### src/rtl/core/dfu_request_state_machine_unit_defines.svh
// Assertion macros shared by the request state machine RTL
`ifndef DFU_REQUEST_STATE_MACHINE_UNIT_DEFINES_SVH
`define DFU_REQUEST_STATE_MACHINE_UNIT_DEFINES_SVH

// Same-cycle implication, sampled on clk, off during reset
`define DFURSM_ASSERT_NOW(label, ante, cons, msg) \
    label: assert property (@(posedge clk) disable iff (!rst_n) (ante) |-> (cons)) \
        else $error(msg);

// Next-cycle implication, sampled on clk, off during reset
`define DFURSM_ASSERT_NEXT(label, ante, cons, msg) \
    label: assert property (@(posedge clk) disable iff (!rst_n) (ante) |=> (cons)) \
        else $error(msg);

`endif

### src/rtl/core/dfursm_pkg.sv
// Types, codes and constants of the DFU request state machine
package dfursm_pkg;

    // Firmware transfer size and flash page size in bytes
    localparam int TRANSFER_BYTES = 4096;
    localparam int PAGE_BYTES     = 256;   // power of two, rounding is a mask

    // Widths of the block address arithmetic
    localparam int XFER_W = $clog2(TRANSFER_BYTES + 1);
    localparam int PROD_W = 16 + XFER_W;
    localparam int WA_W   = ((PROD_W > 32) ? PROD_W : 32) + 1;
    localparam int END_W  = WA_W + 1;

    // Block-0 commands
    localparam logic [7:0] CMD_SET_ADDRESS = 8'h21;
    localparam logic [7:0] CMD_ERASE_PAGE  = 8'h41;

    // Class request codes
    localparam logic [7:0] REQ_DETACH    = 8'd0;
    localparam logic [7:0] REQ_DNLOAD    = 8'd1;
    localparam logic [7:0] REQ_UPLOAD    = 8'd2;
    localparam logic [7:0] REQ_GETSTATUS = 8'd3;
    localparam logic [7:0] REQ_CLRSTATUS = 8'd4;
    localparam logic [7:0] REQ_GETSTATE  = 8'd5;
    localparam logic [7:0] REQ_ABORT     = 8'd6;

    // Reply lengths
    localparam logic [2:0] RLEN_NONE     = 3'd0;
    localparam logic [2:0] RLEN_STATE    = 3'd1;
    localparam logic [2:0] RLEN_STATUS   = 3'd6;

    // Shortest block-0 payload that carries a command
    localparam logic [15:0] CMD_MIN_LEN  = 16'd5;

    typedef enum logic [3:0] {
        ST_APP_DETACH    = 4'd1,
        ST_IDLE          = 4'd2,
        ST_DNLOAD_SYNC   = 4'd3,
        ST_DNBUSY        = 4'd4,
        ST_DNLOAD_IDLE   = 4'd5,
        ST_MANIFEST_SYNC = 4'd6,
        ST_MANIFEST      = 4'd7,
        ST_UPLOAD_IDLE   = 4'd9,
        ST_ERROR         = 4'd10
    } dfu_state_t;

    typedef enum logic [2:0] {
        STAT_OK      = 3'd0,
        STAT_ERASE   = 3'd1,
        STAT_UNKNOWN = 3'd2,
        STAT_ADDRESS = 3'd3,
        STAT_WRITE   = 3'd4,
        STAT_VERIFY  = 3'd5
    } dfu_status_t;

    typedef enum logic [1:0] {
        FOP_NONE    = 2'd0,
        FOP_ERASE   = 2'd1,
        FOP_PROGRAM = 2'd2
    } flash_op_t;

    // One incoming request
    typedef struct packed {
        logic        opcode;
        logic [7:0]  request_code;
        logic [15:0] request_value;
        logic [15:0] transfer_length;
        logic [7:0]  command_byte;
        logic [31:0] command_address;
        logic        erase_ok;
        logic        write_ok;
        logic        verify_ok;
    } dfursm_item_t;

    // Protocol context carried between requests
    typedef struct packed {
        dfu_state_t  proto;
        dfu_status_t status;
        logic [31:0] base_address;
        logic [15:0] current_block;
    } dfursm_ctx_t;

    // One reply
    typedef struct packed {
        logic        handled;
        logic [2:0]  reply_length;
        dfu_status_t reply_status;
        dfu_state_t  reply_state;
        flash_op_t   flash_op;
        logic [31:0] flash_address;
        logic [15:0] flash_length;
    } dfursm_result_t;

endpackage

### src/rtl/core/dfursm_decode.sv
// Request decode: next protocol context and reply for one request
module dfursm_decode (
    input  dfursm_pkg::dfursm_item_t   item,
    input  dfursm_pkg::dfursm_ctx_t    ctx,
    input  logic [31:0]                flash_limit,
    output dfursm_pkg::dfursm_ctx_t    ctx_next,
    output dfursm_pkg::dfursm_result_t result
);
    import dfursm_pkg::*;

    logic [15:0]       blk_off;
    logic [PROD_W-1:0] blk_prod;
    logic [WA_W-1:0]   wa;
    logic [END_W-1:0]  wa_end;
    logic              out_of_range;
    logic [31:0]       page_addr;

    // Firmware block address and bounds check
    assign blk_off      = ctx.current_block - 16'd2;
    assign blk_prod     = PROD_W'(blk_off) * PROD_W'(TRANSFER_BYTES);
    assign wa           = WA_W'(ctx.base_address) + WA_W'(blk_prod);
    assign wa_end       = END_W'(wa) + END_W'(item.transfer_length);
    assign out_of_range = wa_end > END_W'(flash_limit);

    // Erase address rounded down to a page
    assign page_addr = item.command_address & ~(32'(PAGE_BYTES) - 32'd1);

    // Request handling
    always_comb
    begin
        ctx_next               = ctx;
        result.handled         = 1'b0;
        result.reply_length    = RLEN_NONE;
        result.flash_op        = FOP_NONE;
        result.flash_address   = '0;
        result.flash_length    = '0;

        if (!item.opcode)
        begin
            result.handled = 1'b1;
            unique case (item.request_code) inside
                REQ_DETACH:
                begin
                    ctx_next.proto  = ST_APP_DETACH;
                    ctx_next.status = STAT_OK;
                end
                REQ_DNLOAD:
                begin
                    if (item.transfer_length == '0)
                        ctx_next.proto = ST_MANIFEST_SYNC;
                    else
                    begin
                        ctx_next.current_block = item.request_value;
                        ctx_next.proto         = ST_DNLOAD_SYNC;
                    end
                    ctx_next.status = STAT_OK;
                end
                REQ_UPLOAD:
                begin
                    ctx_next.proto  = ST_UPLOAD_IDLE;
                    ctx_next.status = STAT_OK;
                end
                REQ_GETSTATUS:
                begin
                    case (ctx.proto)
                        ST_DNLOAD_SYNC:   ctx_next.proto = ST_DNBUSY;
                        ST_DNBUSY:        ctx_next.proto = ST_DNLOAD_IDLE;
                        ST_MANIFEST_SYNC: ctx_next.proto = ST_MANIFEST;
                        default:          ctx_next.proto = ctx.proto;
                    endcase
                    result.reply_length = RLEN_STATUS;
                end
                REQ_CLRSTATUS, REQ_ABORT:
                begin
                    ctx_next.proto  = ST_IDLE;
                    ctx_next.status = STAT_OK;
                end
                REQ_GETSTATE:
                    result.reply_length = RLEN_STATE;
                default:
                    result.handled = 1'b0;
            endcase
        end
        else if (ctx.current_block == '0)
        begin
            // Block 0: command payload
            if (item.transfer_length >= CMD_MIN_LEN)
            begin
                unique case (item.command_byte) inside
                    CMD_SET_ADDRESS:
                    begin
                        ctx_next.base_address = item.command_address;
                        ctx_next.status       = STAT_OK;
                    end
                    CMD_ERASE_PAGE:
                    begin
                        result.flash_op      = FOP_ERASE;
                        result.flash_address = page_addr;
                        if (!item.erase_ok)
                        begin
                            ctx_next.status = STAT_ERASE;
                            ctx_next.proto  = ST_ERROR;
                        end
                        else
                            ctx_next.status = STAT_OK;
                    end
                    default:
                    begin
                        ctx_next.status = STAT_UNKNOWN;
                        ctx_next.proto  = ST_ERROR;
                    end
                endcase
            end
        end
        else if (ctx.current_block != 16'd1 && item.transfer_length != '0)
        begin
            // Firmware block
            result.flash_address = wa[31:0];
            if (out_of_range)
            begin
                ctx_next.status = STAT_ADDRESS;
                ctx_next.proto  = ST_ERROR;
            end
            else
            begin
                result.flash_op     = FOP_PROGRAM;
                result.flash_length = item.transfer_length;
                if (!item.erase_ok)
                begin
                    ctx_next.status = STAT_ERASE;
                    ctx_next.proto  = ST_ERROR;
                end
                else if (!item.write_ok)
                begin
                    ctx_next.status = STAT_WRITE;
                    ctx_next.proto  = ST_ERROR;
                end
                else if (!item.verify_ok)
                begin
                    ctx_next.status = STAT_VERIFY;
                    ctx_next.proto  = ST_ERROR;
                end
                else
                    ctx_next.status = STAT_OK;
            end
        end

        result.reply_status = ctx_next.status;
        result.reply_state  = ctx_next.proto;
    end

endmodule

### src/rtl/core/dfu_request_state_machine_unit.sv
// Replies are registered: a request is held in the input register, its reply in the
// result register. Throughput: one request per cycle while replies are taken; the two
// registers form a two-stage pipeline, and the protocol context updates as a request
// leaves the input register, so the request behind it already sees the new context.
// Reset: asynchronous, active low; state dfuIDLE, status ok, base address, block
// and flash end cleared, both stages empty.
`include "dfu_request_state_machine_unit_defines.svh"

// Top level: stream handshake, pipeline registers and protocol context
module dfu_request_state_machine_unit (
    input  logic        clk,
    input  logic        rst_n,
    // configuration: flash end address
    input  logic        cfg_wr_en,
    input  logic [31:0] cfg_wr_data,
    // request stream
    input  logic        s_tvalid,
    output logic        s_tready,
    // request_code[7:0], request_value[23:8], transfer_length[39:24],
    // command_byte[47:40], command_address[79:48], erase_ok[80], write_ok[81],
    // verify_ok[82], zero[87:83]
    input  logic [87:0] s_tdata,
    // opcode[0]
    input  logic        s_tuser,
    // reply stream
    output logic        m_tvalid,
    input  logic        m_tready,
    // handled[0], reply_length[3:1], reply_status[6:4], reply_state[10:7],
    // flash_op[12:11], flash_address[44:13], flash_length[60:45], zero[63:61]
    output logic [63:0] m_tdata
);
    import dfursm_pkg::*;

    dfursm_item_t   in_reg;
    logic           in_valid_reg;
    dfursm_result_t out_reg;
    logic           out_valid_reg;
    dfursm_ctx_t    ctx_reg;
    dfursm_ctx_t    ctx_next;
    dfursm_result_t result_next;
    logic [31:0]    flash_limit_reg;
    dfursm_item_t   item_in;
    logic           advance;
    logic           in_take;

    // Unpack the request
    always_comb
    begin
        item_in.opcode          = s_tuser;
        item_in.request_code    = s_tdata[7:0];
        item_in.request_value   = s_tdata[23:8];
        item_in.transfer_length = s_tdata[39:24];
        item_in.command_byte    = s_tdata[47:40];
        item_in.command_address = s_tdata[79:48];
        item_in.erase_ok        = s_tdata[80];
        item_in.write_ok        = s_tdata[81];
        item_in.verify_ok       = s_tdata[82];
    end

    // Pipeline flow control
    assign advance  = in_valid_reg && (!out_valid_reg || m_tready);
    assign s_tready = !in_valid_reg || advance;
    assign in_take  = s_tvalid && s_tready;

    dfursm_decode u_decode (
        .item        (in_reg),
        .ctx         (ctx_reg),
        .flash_limit (flash_limit_reg),
        .ctx_next    (ctx_next),
        .result      (result_next)
    );

    // Control state, context and configuration
    always_ff @(posedge clk or negedge rst_n)
    begin
        if (!rst_n)
        begin
            in_valid_reg          <= 1'b0;
            out_valid_reg         <= 1'b0;
            ctx_reg.proto         <= ST_IDLE;
            ctx_reg.status        <= STAT_OK;
            ctx_reg.base_address  <= '0;
            ctx_reg.current_block <= '0;
            flash_limit_reg       <= '0;
        end
        else
        begin
            if (cfg_wr_en)
                flash_limit_reg <= cfg_wr_data;
            if (s_tready)
                in_valid_reg <= s_tvalid;
            if (advance)
            begin
                out_valid_reg <= 1'b1;
                ctx_reg       <= ctx_next;
            end
            else if (m_tready)
                out_valid_reg <= 1'b0;
        end
    end

    // Payload registers
    always_ff @(posedge clk)
    begin
        if (in_take)
            in_reg <= item_in;
        if (advance)
            out_reg <= result_next;
    end

    // Pack the reply
    assign m_tvalid = out_valid_reg;
    assign m_tdata  = {3'b000, out_reg.flash_length, out_reg.flash_address,
                       out_reg.flash_op, out_reg.reply_state, out_reg.reply_status,
                       out_reg.reply_length, out_reg.handled};

    // Checks
    `DFURSM_ASSERT_NEXT(a_advance_shows_reply, advance, out_valid_reg,
        "request left the input stage but no reply is shown")
    `DFURSM_ASSERT_NOW(a_no_overwrite, s_tready && in_valid_reg, advance,
        "input stage reloaded while still holding a request")
    `DFURSM_ASSERT_NOW(a_length_only_program,
        out_valid_reg && (out_reg.flash_op != FOP_PROGRAM), out_reg.flash_length == '0,
        "flash length set without a program command")
    `DFURSM_ASSERT_NOW(a_setup_no_flash, out_valid_reg && out_reg.handled,
        out_reg.flash_op == FOP_NONE,
        "setup request issued a flash command")

endmodule
### config.mk
export PLATFORM = sky130hd
export DESIGN_NAME = dfu_request_state_machine_unit
export DESIGN_NICKNAME = d
export VERILOG_FILES = /design/src/rtl/core/dfursm_pkg.sv /design/src/rtl/core/dfursm_decode.sv /design/src/rtl/core/dfu_request_state_machine_unit.sv
export VERILOG_INCLUDE_DIRS = /design/src /design/src/rtl/core
export SDC_FILE = /design/constraint.sdc
export NUM_CORES = 1
export LEC_CHECK = 0
export CAP_MARGIN = 20
export CELL_PAD_IN_SITES_DETAIL_PLACEMENT = 0
export CELL_PAD_IN_SITES_GLOBAL_PLACEMENT = 1
export CORE_ASPECT_RATIO = 1.5
export CORE_MARGIN = 4
export CORE_UTILIZATION = 35
export CTS_CLUSTER_DIAMETER = 100
export DETAILED_ROUTE_END_ITERATION = 16
export DONT_BUFFER_PORTS = 1
export PLACE_DENSITY = 0.6
export SLEW_MARGIN = 15
export SYNTH_ARGS = -nofsm -noshare
export SYNTH_HDL_FRONTEND = slang
export SYNTH_SLANG_ARGS = --single-unit
### constraint.sdc
create_clock -name clk -period 11.4 [get_ports clk]
set_input_delay 2.85 -clock clk [delete_from_list [all_inputs] [get_ports clk]]
set_output_delay 2.85 -clock clk [all_outputs]
set_load 0.01 [all_outputs]
==> metrics, run 1 <==
element type at the critical path end=flop; die width=159 um; final slew viol count=0; Post-Route WL=31,300 um; starting density of the core=0.355; Clock transition at path regs=60 ps; cells on worst reg2reg path=24; Total Nets Final=1,214; drt wl/cell=21.4 um; routability-driven placement congestion ratio=0.815; Post-synth EDFFs=144; post_cts resized=0; max FFs per register=84; static leakage=5.49 nW; largest net degree at the start of global routing=90; # H-tree levels=1; Worst slew margin=0.359; crit path time final=6920 ps; WHS Path Cells=1; Storage cell area=6550 um2; CORE AREA=33,500 um2; drt drc=0; Max Cap Viol=0; Clock Skews=10.6 ps; post-route insts no fill=1,460; dpl hpwl=23,400 um; fill cell count=3,281; Antenna Violating Nets Remaining=0; Slew @ Worst Pin=961 ps; Syn. warnings=0; initial antenna violation count=2; DR pass1 iterations=4; Hold Violations, Final=0; CTS tree=done; PwrDens=179 nW/um2; Unique masters post-synth=80; post-CTS setup buffers=0; TNS Setup=0 ps; flop2flop setup slack=4480 ps; Hold Path End=ctx_reg[9]; vias per cell=5.32; critical hold path startpoint=in_reg[68]; syn avg cell area=11.7 um2; CTS buffer count=25; die height=234 um; DP Cell Count=1,413; register area share after synthesis=0.550; Max clock buf depth=3; RR Endpoint=m_tdata[58]; worst hold path type=reg -> reg; WP data required=11,800 ps; P&R area growth vs syn=10.7%; port bufs=0; initial detailed-routing violation count=377; Top FF cell, synth=edfxtp_1; Critical Path Fanout Max=14; Remaining Overflow, GRT=0; global-route wire length before repair=47,300 um; Mapped Cells=1,016; io pins=192; timing-limited maximum frequency=0.145 GHz; total track usage=0.167; Worst VDD drop=0.103 mV; root buf cell=clkbuf_16; Final Cycle Share=0.607; layout cells sized above 1=0.115; DR vias=7,764; Worst Hold Margin=475 ps; RSZ-0062 raised after global routing=false; clock latency at the later pin of the worst-skew pair=540 ps; Die ar.=37,100 um2; number of setup violations in the final report=0; asr flop ratio synth=0.382; critical path type=reg -> reg; Post-Syn Area=11,900 um2; Clock Sinks=233; post-synthesis register bit count=233; area of the multi-input gates=5010 um2; R2R Path Start=ctx_reg[5]; vias in the first global route=8,031; # rows=82; Post-CTS Hold Fix Bufs=0; Data arrival, critical path=7320 ps; startpoint types=flop; outcome=completed
[power by group]
| part | switching, mW | internal (mW) | leakage [nW] | total [mW] |
|---|---|---|---|---|
| registers | 0.0486 | 0.975 | 2.56 | 1.02 |
| clock network | 0.335 | 0.493 | 0.406 | 0.828 |
| logic | 0.312 | 0.200 | 2.52 | 0.513 |
| total | 0.696 | 1.67 | 5.49 | 2.36 |
[how the worst max path moves through the flow]
stage | startpoint | end | slack (ps) | cells past startpoint
6_report | ctx_reg[5] | m_tdata[58] | 4480 | 24
5_1_grt | ctx_reg[6] | m_tdata[7] | 3730 | 24
4_1_cts | ctx_reg[6] | m_tdata[57] | 4290 | 24
3_5_place_dp | ctx_reg[6] | m_tdata[49] | 4340 | 24
3_3_place_gp | ctx_reg[6] | m_tdata[59] | 4420 | 24
2_1_floorplan | m_tready | s_tready | 5490 | 1
[placed cells by master, fill, tap and decap left out, types with 11 or more instances in the layout]
cell type  count
a21o_1        20
a21oi_1       47
a22o_1        17
and2_1        19
and3_1        23
clkbuf_16     25
dfrtp_1       88
edfxtp_1     144
ha_1          66
inv_1         52
mux2_2        48
nand2_1       94
nand4_1       13
nor2_1        39
nor2b_1       12
nor3_1        17
nor4_1        12
o211ai_1      11
o21ai_0       74
xnor2_1       32
xor2_1        16
[critical path, cell delays in order (launching register included)]
cell and delay [ps]:
dfrtp_1 410, nor4_1 460, nor2b_1 220, nand2_1 110
xnor2_1 150, ha_1 430, and4_1 240, nor2b_1 220
o21ai_0 210, a211oi_1 520, and4_1 330, and2_1 170
nand3_1 170, nor2_1 190, xor2_1 90, ha_1 310
nand4_1 160, nor4_1 600, a31o_2 290, inv_1 50
a22oi_1 160, o21ai_0 140, a21oi_1 660, buf_4 330
and3_1 170
[Yosys cell counts, types with 5 or more instances]
master / instances / area share
a211oi_1: 9 / 0.0057
a21o_1: 20 / 0.013
a21oi_1: 47 / 0.020
a22o_1: 17 / 0.013
a31oi_1: 7 / 0.0037
and2_1: 20 / 0.011
and3_1: 23 / 0.012
buf_2: 7 / 0.0029
buf_4: 5 / 0.0032
clkbuf_1: 19 / 0.0060
dfrtp_1: 88 / 0.18
edfxtp_1: 144 / 0.36
ha_1: 66 / 0.069
inv_1: 53 / 0.017
mux2_2: 48 / 0.045
nand2_1: 94 / 0.030
nand2b_1: 9 / 0.0047
nand3_1: 9 / 0.0038
nand4_1: 13 / 0.0068
nor2_1: 39 / 0.012
nor2b_1: 12 / 0.0063
nor3_1: 18 / 0.0076
nor4_1: 12 / 0.0063
o211a_1: 5 / 0.0042
o211ai_1: 11 / 0.0069
o21a_1: 9 / 0.0057
o21ai_0: 74 / 0.031
o21bai_1: 6 / 0.0038
or2_2: 5 / 0.0026
xnor2_1: 32 / 0.024
xor2_1: 16 / 0.012
[through the flow]
step | utilization | instance area (um2) | setup WS, ps | power, mW
detailed placement | 0.368 | 12400 | 4340 | 1.57
floorplan | - | 11900 | 5490 | 1.42
global placement | 0.368 | 12400 | 4420 | 1.56
CTS | 0.393 | 13200 | 4290 | 2.41
global route | 0.393 | 13200 | 3730 | 2.51
finish | 0.393 | 13200 | 4480 | 2.36
[per-layer routing]
metal	track usage	up-vias	routed length [um]
met1	0.198	3740	12100
met4	0.0597	0	1060
met5	0	-	0
met3	0.0284	51	1550
met2	0.302	177	16600
li1	-	3796	-
[cell type report]
class                   count  share of cell area
clock buffers              36              0.0529
diodes                      1            0.000190
multi-input cells         699               0.380
well taps                 420              0.0399
repair buffers              8             0.00456
inverters                  53              0.0151
flip-flops and latches    233               0.497
clock inverters            10             0.00997
[cells by family after synthesis]
group,synth area share
buffers and inverters,0.0301
xor gates and xnor gates,0.0353
other,0.000315
AOI/OAI and AO/OA,0.144
adders and majority gates,0.0727
DFF,0.550
muxes,0.0475
and+or+nand+nor,0.120
Note: power is estimated with default switching activity, not from simulation.
==> run 2: changes to the inputs <==
==> constraint.sdc (replaced) <==
create_clock -name clk -period 7.2 [get_ports clk]
set_input_delay 1.8 -clock clk [delete_from_list [all_inputs] [get_ports clk]]
set_output_delay 1.8 -clock clk [all_outputs]
set_load 0.01 [all_outputs]
==> metrics, run 2 (synthesis results as in run 1) <==
global-route wire length before repair=47,300 um (about the same); Hold Violations, Final=0 (unchanged); DR pass1 iterations=5 (+1); final slew viol count=0 (unchanged); Clock Sinks=233 (unchanged); TNS Setup=0 ps (unchanged); Die ar.=37,100 um2 (unchanged); critical path type=reg -> reg; static leakage=5.53 nW (+0.73%); Total Nets Final=1,221 (+0.58%); WP data required=7490 ps (-4310 ps); starting density of the core=0.355 (unchanged); Final Cycle Share=0.914 (+0.307); most frequent cells in the layout=edfxtp_1 (144), nand2_1 (94), dfrtp_1 (88); RR Endpoint=m_tdata[8]; Antenna Violating Nets Remaining=0 (unchanged); Clock Skews=15.1 ps (+4.52 ps); # rows=82 (unchanged); dpl hpwl=23,400 um (+0.13%); worst hold path type=reg -> reg; drt wl/cell=21.3 um (-0.88%); vias per cell=5.29 (-0.57%); initial antenna violation count=5 (+3); Clock transition at path regs=60 ps (about the same); Worst VDD drop=0.157 mV (+52%); PwrDens=287 nW/um2 (+60%); WP buf/inv=2 (unchanged); total track usage=0.166 (-0.000778); initial detailed-routing violation count=373 (-1.1%); DR vias=7,762 (-0.026%); routability-driven placement congestion ratio=0.828 (+1.6%); CP peak stage delay=580 ps (-80 ps); CORE AREA=33,500 um2 (unchanged); element type at the critical path end=flop; most common cell after layout, fill and taps aside=edfxtp_1; cells on worst reg2reg path=25 (+4.2%); drt drc=0 (unchanged); CTS tree=done; Crit path depth=25 (+4.2%); Placement Cell Area=12,400 um2 (+0.43%); Worst slew margin=0.381 (+0.0216); flop2flop setup slack=620 ps (-3860 ps); CTS buffer count=25 (unchanged); clock latency at the later pin of the worst-skew pair=540 ps (about the same); Design Area, Final=13,300 um2 (+0.56%); Max Cap Viol=0 (unchanged); die height=234 um (unchanged); port bufs=0 (unchanged); post_cts resized=0 (unchanged); number of setup violations in the final report=0 (unchanged); max FFs per register=84 (unchanged); Critical Path Slowest Stage Cell=nor4_1; Data arrival, critical path=6870 ps (-450 ps); Max clock buf depth=3 (unchanged); die width=159 um (unchanged); post-CTS setup buffers=0 (unchanged); Critical Path Fanout Max=9 (-5); Hold Path End=ctx_reg[8]; Post-CTS Hold Fix Bufs=0 (unchanged); root buf cell=clkbuf_16; critical hold path startpoint=in_reg[67]; RSZ-0062 raised after global routing=false; Crit path max-delay family=simple AND/OR/NAND/NOR gates; timing-limited maximum frequency=0.152 GHz (+5.1%); outcome=completed; Remaining Overflow, GRT=0 (unchanged); # H-tree levels=1 (unchanged); startpoint types=flop; largest net degree at the start of global routing=90 (unchanged); crit path time final=6580 ps (-338 ps); io pins=192 (unchanged); P&R area growth vs syn=11.3%; vias in the first global route=8,122 (+1.1%); Slew @ Worst Pin=929 ps (-32.3 ps); fill cell count=3,232 (-1.5%); WHS Path Cells=1 (unchanged); R2R Path Start=ctx_reg[6]; Post-Route WL=31,200 um (-0.34%); layout cells sized above 1=0.121 (+0.00592)
## run 2: cell count changes in the layout (fill, tap and decap cells not counted), sizes merged
cell / delta
clkinv: +4
bufinv: +1
inv: +1
buf: +7
diode: +1
clkbuf: -6
## run 2: worst reg2reg max path, delay by kind of cell (launching register included)
family,cells,cell delay (ps)
AND/OR/NAND/NOR,12,2930
AO/OA/AOI/OAI,7,1800
adder cells (fa/ha/maj),2,760
flip-flops,1,410
buffers and inverters,2,220
XOR/XNOR,2,190
## run 2: per-stage QoR
stage | setup slack [ps] | power [mW] | std cells | util | hold WS, ps
floorplan | 1810 | 2.25 | 1018 | - | 451
global placement | 630 | 2.49 | 1420 | 0.370 | 458
detailed placement | 536 | 2.50 | 1420 | 0.370 | 462
CTS | 522 | 3.87 | 1466 | 0.395 | 477
global route | 164 | 4.02 | 1468 | 0.395 | 492
finish | 620 | 3.80 | 1468 | 0.395 | 470
## run 2: how the worst max path moves through the flow
stage | slack [ps] | to | startpoint
finish | 620 | m_tdata[8] | ctx_reg[6]
global route | 160 | m_tdata[8] | ctx_reg[5]
CTS | 520 | m_tdata[7] | ctx_reg[6]
detailed placement | 540 | m_tdata[7] | ctx_reg[6]
global placement | 630 | m_tdata[7] | ctx_reg[6]
floorplan | 1810 | ctx_reg[48] | ctx_reg[6]
## run 2: routing by layer
metal  track usage  routed length [um]
met5             0                  28
met4        0.0587                 899
met3        0.0316                1480
met2         0.303               16500
met1         0.192               12300
## run 2: power by group
part           leakage (nW)  internal [mW]  total, mW  switching (mW)
logic                  2.56          0.342      0.842           0.500
clock network         0.412          0.794       1.34           0.546
registers              2.56           1.54       1.62          0.0766
## run 2: layout make-up
type / count / area (um2) / share of cell area
sequential: 233 / 6550 / 0.494
multi-input combinational: 699 / 5010 / 0.378
clock buffer: 30 / 654 / 0.0494
tap: 420 / 526 / 0.0396
inverter: 53 / 199 / 0.0150
clock inverter: 16 / 193 / 0.0145
timing repair buffer: 15 / 113 / 0.00850
antenna: 2 / 5.00 / 0.000378
==> run 3: changes to the inputs <==
==> constraint.sdc (replaced) <==
create_clock -name clk -period 6.5 [get_ports clk]
set_input_delay 1.625 -clock clk [delete_from_list [all_inputs] [get_ports clk]]
set_output_delay 1.625 -clock clk [all_outputs]
set_load 0.01 [all_outputs]
==> metrics, run 3 (synthesis results as in run 1) <==
# H-tree levels=1 (unchanged); crit path time final=5920 ps (-660 ps); startpoint types=flop; PwrDens=319 nW/um2 (+11%); RSZ-0062 raised after global routing=false; global-route wire length before repair=47,500 um (+0.48%); port bufs=0 (unchanged); timing-limited maximum frequency=0.169 GHz (+11%); TNS Setup=0 ps (unchanged); DP Cell Count=1,436 (+1.1%); Post-Route WL=31,500 um (+0.83%); Clock Sinks=233 (unchanged); post-route insts no fill=1,485 (+1.2%); static leakage=5.63 nW (+1.7%); routability-driven placement congestion ratio=0.807 (-2.5%); WP buf/inv=4 (+2); vias per cell=5.26 (-0.56%); vias in the first global route=8,200 (+0.96%); fill cell count=3,231 (-0.031%); drt drc=0 (unchanged); max FFs per register=84 (unchanged); Critical Path Slowest Stage Cell=dfrtp_1; dpl hpwl=23,500 um (+0.30%); setup ws final=580 ps (-40.4 ps); Critical Path Fanout Max=5 (-4); CORE AREA=33,500 um2 (unchanged); drt wl/cell=21.2 um (-0.32%); DR vias=7,808 (+0.59%); die width=159 um (unchanged); most frequent cells in the layout=edfxtp_1 (144), nand2_1 (94), dfrtp_1 (88); Total Nets Final=1,240 (+1.6%); most common cell after layout, fill and taps aside=edfxtp_1; starting density of the core=0.355 (unchanged); io pins=192 (unchanged); element type at the critical path end=flop; Clock transition at path regs=60 ps (about the same); Max clock buf depth=3 (unchanged); Worst Hold Margin=474 ps (+3.43 ps); area of the multi-input gates=5060 um2 (+0.95%); WP data required=6800 ps (-690 ps); Slew @ Worst Pin=926 ps (-2.56 ps); Remaining Overflow, GRT=0 (unchanged); n_diodes=0 (-2); Design Area, Final=13,500 um2 (+1.5%); Antenna Violating Nets Remaining=0 (unchanged); critical path type=reg -> reg; DR pass1 iterations=5 (unchanged); Crit path max-delay family=compound AO/OA/AOI/OAI gates; die height=234 um (unchanged); number of setup violations in the final report=0 (unchanged); cell chain of the critical path=ha_1 -> inv_1 -> fa_1 -> inv_1 -> ha_1 -> a21oi_1 -> o21a_1 -> nor2b_1 -> a311o_1 -> nor4b_1 -> and4bb_4 -> xor2_1 -> ha_1 -> nand4_1 -> nor4_2 -> buf_4 -> a31o_2 -> inv_1 -> a22oi_1 -> o21ai_0 -> a211o_1 -> a221oi_2 -> nand2_1; Storage cell area=6550 um2 (unchanged); largest net degree at the start of global routing=90 (unchanged); clock latency at the later pin of the worst-skew pair=560 ps (+20 ps); initial antenna violation count=1 (-4); Data arrival, critical path=6220 ps (-650 ps); initial detailed-routing violation count=358 (-4.0%); Placement Cell Area=12,500 um2 (+0.97%); final slew viol count=0 (unchanged); # rows=82 (unchanged); Worst VDD drop=0.206 mV (+31%); root buf cell=clkbuf_16; P&R area growth vs syn=12.9%; Final Cycle Share=0.911 (-0.00305); Clock Skews=22.1 ps (+6.97 ps); Finished Core Util=0.401 (+0.00585); outcome=completed; Die ar.=37,100 um2 (unchanged); Max Cap Viol=0 (unchanged); worst hold path type=reg -> reg; CP peak stage delay=580 ps (about the same); total track usage=0.167 (+0.000939); Total Power=4.30 mW (+13%); pre-CTS setup slack=422 ps (-115 ps); CTS tree=done; Worst slew margin=0.383 (+0.00171); Hold Violations, Final=0 (unchanged); CTS buffer count=25 (unchanged); layout cells sized above 1=0.149 (+0.0279)
-- run 3: area by class of cell --
| type | count | area share |
|---|---|---|
| sequential | 233 | 0.487 |
| multi-input combinational | 699 | 0.376 |
| timing repair buffer | 34 | 0.0190 |
| clock inverter | 18 | 0.0157 |
| clock buffer | 28 | 0.0481 |
| inverter | 53 | 0.0148 |
| tap | 420 | 0.0391 |
-- run 3: routing by layer --
metal  share of wire  up-vias  GRT usage
met2            0.53      171      0.307
met5               0        -          0
li1                -     3848          -
met4           0.029        0     0.0555
met3           0.045       50     0.0286
met1            0.40     3739      0.196
-- run 3: repair_timing --
action / CTS / global route
hold buffers: 0 / 0
setup endpoints to repair: 0 / 30
setup buffers: 0 / 3
gates resized for setup: 0 / 12
-- run 3: path summary, 6_finish.rpt --
kind,slack [ps],depth (start not counted),startpoint,end
max,580,23,ctx_reg[0],m_tdata[8]
min,470,1,in_reg[67],ctx_reg[8]
max reg2reg,580,23,ctx_reg[0],m_tdata[8]
min reg2reg,470,1,in_reg[67],ctx_reg[8]
max in group asynchronous,5510,0,rst_n,ctx_reg[52]
min in group asynchronous,770,0,rst_n,flash_limit_reg[7]
-- run 3: power by group --
part           switching, mW  total, mW  internal (mW)
registers             0.0857       1.80           1.71
logic                  0.572      0.996          0.424
clock network          0.623       1.50          0.881
